--- config.mk ---
export PLATFORM = sky130hd
export DESIGN_NAME = lrsi_colin
export DESIGN_NICKNAME = d
export VERILOG_FILES = /design/src/rtl/lrsi_pkg.sv /design/src/rtl/lrsi_colin.sv
export SDC_FILE = /design/constraint.sdc
export NUM_CORES = 1
export LEC_CHECK = 0
export BUFFER_PORTS_ARGS = -buffer_cell sky130_fd_sc_hd__buf_2
export CAP_MARGIN = 20
export CORE_UTILIZATION = 45
export DETAILED_ROUTE_END_ITERATION = 16
export PLACE_DENSITY = 0.69
export SETUP_SLACK_MARGIN = 0.3
export SYNTH_ARGS = -nofsm -noshare
export SYNTH_HDL_FRONTEND = slang
export SYNTH_SLANG_ARGS = --single-unit
export TNS_END_PERCENT = 30
--- constraint.sdc ---
create_clock -name vclk -period 13.8
set_input_delay 2.07 -clock vclk [all_inputs]
set_output_delay 2.07 -clock vclk [all_outputs]
set_load 0.01 [all_outputs]
--- src/rtl/lrsi_pkg.sv ---
// Shared constants, types and helpers for the line/ray/segment intersection block.
package lrsi_pkg;

  localparam int COORD_BITS = 16;
  localparam int FIELD_W    = 16;
  localparam int OUT_NUM_W  = 49;
  localparam int OUT_DEN_W  = 34;

  localparam int AW = COORD_BITS + 1;       // line coefficients A, B
  localparam int MW = 2 * COORD_BITS;       // coordinate products
  localparam int CW = 2 * COORD_BITS + 1;   // coefficient C
  localparam int PW = 2 * COORD_BITS + 2;   // A*B products
  localparam int DW = 2 * COORD_BITS + 3;   // determinant
  localparam int XW = 3 * COORD_BITS + 2;   // A*C, B*C products
  localparam int NW = 3 * COORD_BITS + 3;   // numerators, coordinate times determinant

  typedef enum logic [1:0] {
    KIND_LINE = 2'd0,
    KIND_RAY  = 2'd1,
    KIND_SEG  = 2'd2
  } kind_e;

  typedef enum logic [1:0] {
    OUT_NONE = 2'd0,
    OUT_ONE  = 2'd1,
    OUT_MANY = 2'd2
  } outcome_e;

  typedef struct packed {
    kind_e                  kind;
    logic [COORD_BITS-1:0]  x1;
    logic [COORD_BITS-1:0]  y1;
    logic [COORD_BITS-1:0]  x2;
    logic [COORD_BITS-1:0]  y2;
  } prim_t;

  typedef struct packed {
    outcome_e               outcome;
    logic [COORD_BITS-1:0]  x;
    logic [COORD_BITS-1:0]  y;
  } colin_t;

  function automatic logic [COORD_BITS-1:0] sext(logic [FIELD_W-1:0] f);
    return COORD_BITS'(f);
  endfunction

  function automatic kind_e norm_kind(logic [1:0] k);
    kind_e r;
    case (k)
      KIND_RAY: r = KIND_RAY;
      KIND_SEG: r = KIND_SEG;
      default:  r = KIND_LINE;
    endcase
    return r;
  endfunction

endpackage

--- src/rtl/lrsi_colin.sv ---
// Endpoint-touch rules for a collinear pair of primitives.
module lrsi_colin (
  input  lrsi_pkg::prim_t  p_i,
  input  lrsi_pkg::prim_t  q_i,
  output lrsi_pkg::colin_t res_o
);
  import lrsi_pkg::*;

  logic                          vert;
  logic signed [COORD_BITS-1:0]  pe1, pe2, qe1, qe2;
  logic signed [COORD_BITS-1:0]  plo, phi, qlo, qhi;

  always_comb begin
    vert = (p_i.x1 == p_i.x2) && (q_i.x1 == q_i.x2);
    pe1  = $signed(vert ? p_i.y1 : p_i.x1);
    pe2  = $signed(vert ? p_i.y2 : p_i.x2);
    qe1  = $signed(vert ? q_i.y1 : q_i.x1);
    qe2  = $signed(vert ? q_i.y2 : q_i.x2);
    plo  = (pe1 < pe2) ? pe1 : pe2;
    phi  = (pe1 < pe2) ? pe2 : pe1;
    qlo  = (qe1 < qe2) ? qe1 : qe2;
    qhi  = (qe1 < qe2) ? qe2 : qe1;
  end

  always_comb begin
    res_o.outcome = OUT_MANY;
    res_o.x       = p_i.x1;
    res_o.y       = p_i.y1;
    if (p_i.kind == KIND_LINE || q_i.kind == KIND_LINE) begin
      res_o.outcome = OUT_MANY;
    end else if (p_i.kind == KIND_RAY && q_i.kind == KIND_RAY) begin
      // pe1/qe1 = end, pe2/qe2 = direction point
      if ((pe2 > pe1 && pe1 > qe1 && qe1 > qe2) ||
          (pe2 < pe1 && pe1 < qe1 && qe1 < qe2)) begin
        res_o.outcome = OUT_NONE;
      end else if ((pe2 > pe1 && pe1 == qe1 && qe1 > qe2) ||
                   (pe2 < pe1 && pe1 == qe1 && qe1 < qe2)) begin
        res_o.outcome = OUT_ONE;
      end
    end else if (p_i.kind == KIND_RAY) begin
      if ((pe2 > pe1 && pe1 > qhi) || (pe2 < pe1 && pe1 < qlo)) begin
        res_o.outcome = OUT_NONE;
      end else if ((pe2 > pe1 && pe1 == qhi) || (pe2 < pe1 && pe1 == qlo)) begin
        res_o.outcome = OUT_ONE;
      end
    end else if (q_i.kind == KIND_RAY) begin
      res_o.x = q_i.x1;
      res_o.y = q_i.y1;
      if ((qe2 > qe1 && qe1 > phi) || (qe2 < qe1 && qe1 < plo)) begin
        res_o.outcome = OUT_NONE;
      end else if ((qe2 > qe1 && qe1 == phi) || (qe2 < qe1 && qe1 == plo)) begin
        res_o.outcome = OUT_ONE;
      end
    end else begin
      if (plo > qhi || phi < qlo) begin
        res_o.outcome = OUT_NONE;
      end else if (plo == qhi) begin
        res_o.outcome = OUT_ONE;
        if (pe1 > pe2) begin
          res_o.x = p_i.x2;
          res_o.y = p_i.y2;
        end
      end else if (phi == qlo) begin
        res_o.outcome = OUT_ONE;
        if (pe1 < pe2) begin
          res_o.x = p_i.x2;
          res_o.y = p_i.y2;
        end
      end
    end
  end

endmodule

Yosys cells after proc, flatten, opt, wreduce, memory -nomap -nowiden:

Cells that the tools add are included.

* register bits: 0
* output and inout port bits: 34
* word-level logic and storage cells: 82
* input bits: 132

* reductions and logical operators: 28
* equal/unequal tests: 11
* mux-type cells: 27
* $lt $le $gt $ge: 16

Operators by type and width (number)
* 2-to-1 mux 32 bit: 6
* == test 16 bit: 9
* greater-than comparator 16 bit: 8
* < comparator 16 bit: 8
* 2-to-1 mux 16 bit: 8
* 2-to-1 mux 34 bit: 3
* 2-to-1 mux 2 bit: 10
* logical AND 1 bit: 18
* logical OR 1 bit: 8
* == test 2 x 1 -> 1 bit (second input constant): 2
* logical NOT 2 bit: 2

Logic depth before layout (Yosys ltp):

* depth in word-level cells: 14
* mapped depth: 34
* gate-level depth less buffers: 29

Least setup slack after synthesis:

Ideal clock, no wire load.

* path type: input to output
* from: in q_i[26] in the netlist's numbering
* to: out res_o[14] in the netlist's numbering
* setup slack: 2905 ps
* buffers on the path: 6
* arrival time: 8825 ps
* cell stages on the path: 31
* required time: 11730 ps
* cells stage by stage: xor2_1 > nor4_1 > nand4_2 > nor2_4 > clkbuf_1 > buf_1 > mux2i_1 > inv_1 > ha_1 > buf_6 > nand4_4 > nor4_2 > o21a_1 > or3_1 > a21boi_4 > clkbuf_1 > buf_1 > mux2i_1 > ha_1 > a21o_1 > a21o_1 > a21oi_1 > o21ai_0 > a21oi_1 > o31ai_1 > a32o_1 > o21ai_2 > nand4b_4 > nand2_2 > buf_4 > o221ai_1

RTL lines
* start, declared: RTL line lrsi_colin.sv:4 `input lrsi_pkg::prim_t q_i,`
* end, declared: RTL line lrsi_colin.sv:5 `output lrsi_pkg::colin_t res_o`

==> results by group <==
Synthesis
  – Post-synth top area cell: ha_1
  – Synth Area in XOR/XNOR: 0.0563
  – Syn Nets: 1191
  – Gate Count Post-Synth: 922
  – Top cells by area, synth: ha_1, nand2_1, mux2i_1
  – Main combinational cell family by area after synthesis: compound AO/OA/AOI/OAI gates
  – Area of the mapped netlist: 6530 µm²
  – Post-synthesis compound-gate area fraction: 0.268
  – Seq/Total Area, Yosys: 0
  – Number of unique standard cell types used by synthesis: 76
  – Synth top area share: 0.262
  – Synthesized area per cell: 7.09 µm²
  – Post-Synth Simple-Gate Area: 0.238
  – Adder-cell share of the synthesized area: 0.267
  – Fraction of synthesized area in multiplexers: 0.0965
  – YS warnings: 0

Timing
  – Final hold viol count: 0
  – Minimum clock period after layout: 12.55 ns
  – Final period util: 0.909
  – RSZ-0062 raised after global routing: false
  – Finish-stage setup viols: 0
  – Worst Tran Pin Value: 1.00 ns
  – Max Freq: 79.7 MHz
  – Slew HR: 0.332
  – Slew Limit Fails: 0
  – Final worst setup slack: 1.25 ns
  – Setup TNS: 0 ns

Critical path
  – WP data arrival: 10.48 ns
  – CP max stage cell: nand2_2
  – Crit. Startpoint: q_i[27]
  – CP Capture Point: res_o[17]
  – Most used cell, CP: nand2_1
  – CP max FO: 33
  – Crit-path max cell delay: 0.74 ns
  – Critical path class: in -> out
  – Crit end category: output pin
  – WP data required: 11.73 ns
  – Startpoint Class: primary input

Power
  – Leak Pwr: 0.00389 µW
  – Power per standard cell area: 48.0 nW/µm²
  – VDD IR max: 0.0000168 V

Global routing
  – Largest net degree at the start of global routing: 37
  – GRT Total Usage: 0.323
  – Initial antenna violation count: 1
  – GR Overflow Total: 0
  – Vias in the first global route: 6955
  – First-pass GRT wire length: 37.3 mm

Floorplanning
  – Die span in x: 122 µm
  – Core Area: 14000 µm²
  – Die Height: 122 µm
  – Initial Util: 0.465
  – Row count: 43
  – Die Area: 15000 µm²
  – I/O pin count: 166

Detailed routing
  – Initial DRC Count: 755
  – ANT nets after route: 0
  – Vias: 7653
  – Drt first pass iters: 5
  – Final wirelength: 25.1 mm
  – Drc violations: 0
  – Vias per inst: 6.16
  – Avg WL per Cell: 20.2 µm

Status
  – Run status: finished, final reports clean

Place
  – Post-detail-place hpwl: 21.7 mm
  – Port bufs: 166
  – Placer Congestion: 0.989
  – DP Worst Slack: 1.48 ns

Layout
  – Fin nets: 1333
  – Clock buffers: 0
  – Area growth syn-to-layout: 14.4%
  – Commonest non-fill, non-tap cells in the layout: buf_2, nand2_1, ha_1, inv_1, a21oi_1
  – Final design utilization: 0.532
  – Ratio of cells with drive above 1 in the final layout: 0.186
  – Most common cell after layout, fill and taps aside: buf_2
  – Reg area: 0 µm²
  – Sequential cell count: 0

Flow run
  – Max_cap viols: 0

Min path
  – Hold Path Class: in -> out

Clock tree
  – Post-CTS setup buffers: 0
  – Post_cts resized: 0
  – CTS Hold Bufs: 0
-- cell families after synthesis --
group	count (synthesis)
buffers and inverters	118
XOR/XNOR	42
adder cells (fa/ha/maj)	140
multiplexers	62
AND/OR/NAND/NOR	309
AO/OA/AOI/OAI	251
-- final cells by class --
| type | instances | area [µm²] |
|---|---|---|
| Tap cell | 180 | 225 |
| Multi-Input combinational cell | 804 | 6050 |
| Inverter | 86 | 323 |
| Antenna cell | 1 | 2.50 |
| Timing Repair Buffer | 172 | 876 |
| Fill cell | 1422 | 6570 |
-- per-stage QoR --
| step | hold WS (ns) | total power, µW | cells | cell area (µm²) |
|---|---|---|---|---|
| 2_1_floorplan | 4.27 | 240 | 922 | 6530 |
| 3_3_place_gp | 4.46 | 346 | 1242 | 7470 |
| 3_5_place_dp | 4.46 | 350 | 1242 | 7470 |
| 4_1_cts | 4.46 | 352 | 1242 | 7470 |
| 5_1_grt | 4.47 | 394 | 1243 | 7470 |
| 6_report | 4.46 | 358 | 1243 | 7470 |
-- cell usage after synthesis, drive strengths merged (2+ instances only) --
library cell,instances
xor2,33
and3,4
ha,137
nor2b,17
a2bb2oi,2
nor2,34
mux2i,57
a31oi,4
nand2,153
a2111oi,4
o31a,3
o22ai,2
inv,86
a21boi,5
buf,13
o21a,48
and2,4
o221ai,10
and4,7
mux2,5
maj3,3
nor3,11
o21ai,42
or3,3
nand4,26
a221oi,2
nand4b,2
nand3,15
nand2b,16
o2111ai,3
a32oi,2
o22a,24
a21oi,64
a21o,19
a221o,2
a211oi,2
o211ai,2
xnor2,9
nor4,11
o31ai,3
clkbuf,19
-- power by group --
part | switching [µW] | internal (µW) | leakage (µW)
clock | 0 | 0.00000968 | 0.00000000634
combinational | 211 | 147 | 0.00389
sequential | 0 | 0 | 0
total | 211 | 147 | 0.00389
-- per-layer routing --
metal  vias up  global-route usage  wire length, µm
met1      3516               0.449            11200
met3        63              0.0167             1960
met2       430               0.520            10900
met4         0               0.121             1010
met5         -                   0                0
li1       3644                   -                -
-- worst min path at each step --
| stage | startpoint | end | depth (start not counted) |
|---|---|---|---|
| after global routing | p_i[41] | res_o[9] | 3 |
| after floorplan | q_i[32] | res_o[0] | 2 |
| after global placement | p_i[41] | res_o[9] | 3 |
| final | q_i[40] | res_o[8] | 4 |
| after CTS | q_i[40] | res_o[8] | 4 |
| after detailed placement | q_i[40] | res_o[8] | 4 |
-- critical path: cells and delay by family --
kind | cells | cell delay [ns]
and+or+nand+nor | 13 | 3.89
AOI/OAI and AO/OA | 11 | 2.32
buffers and inverters | 5 | 1.23
adders and majority gates | 2 | 0.57
muxes | 1 | 0.19
xor gates and xnor gates | 1 | 0.16
(Power assumes the default switching activity.)
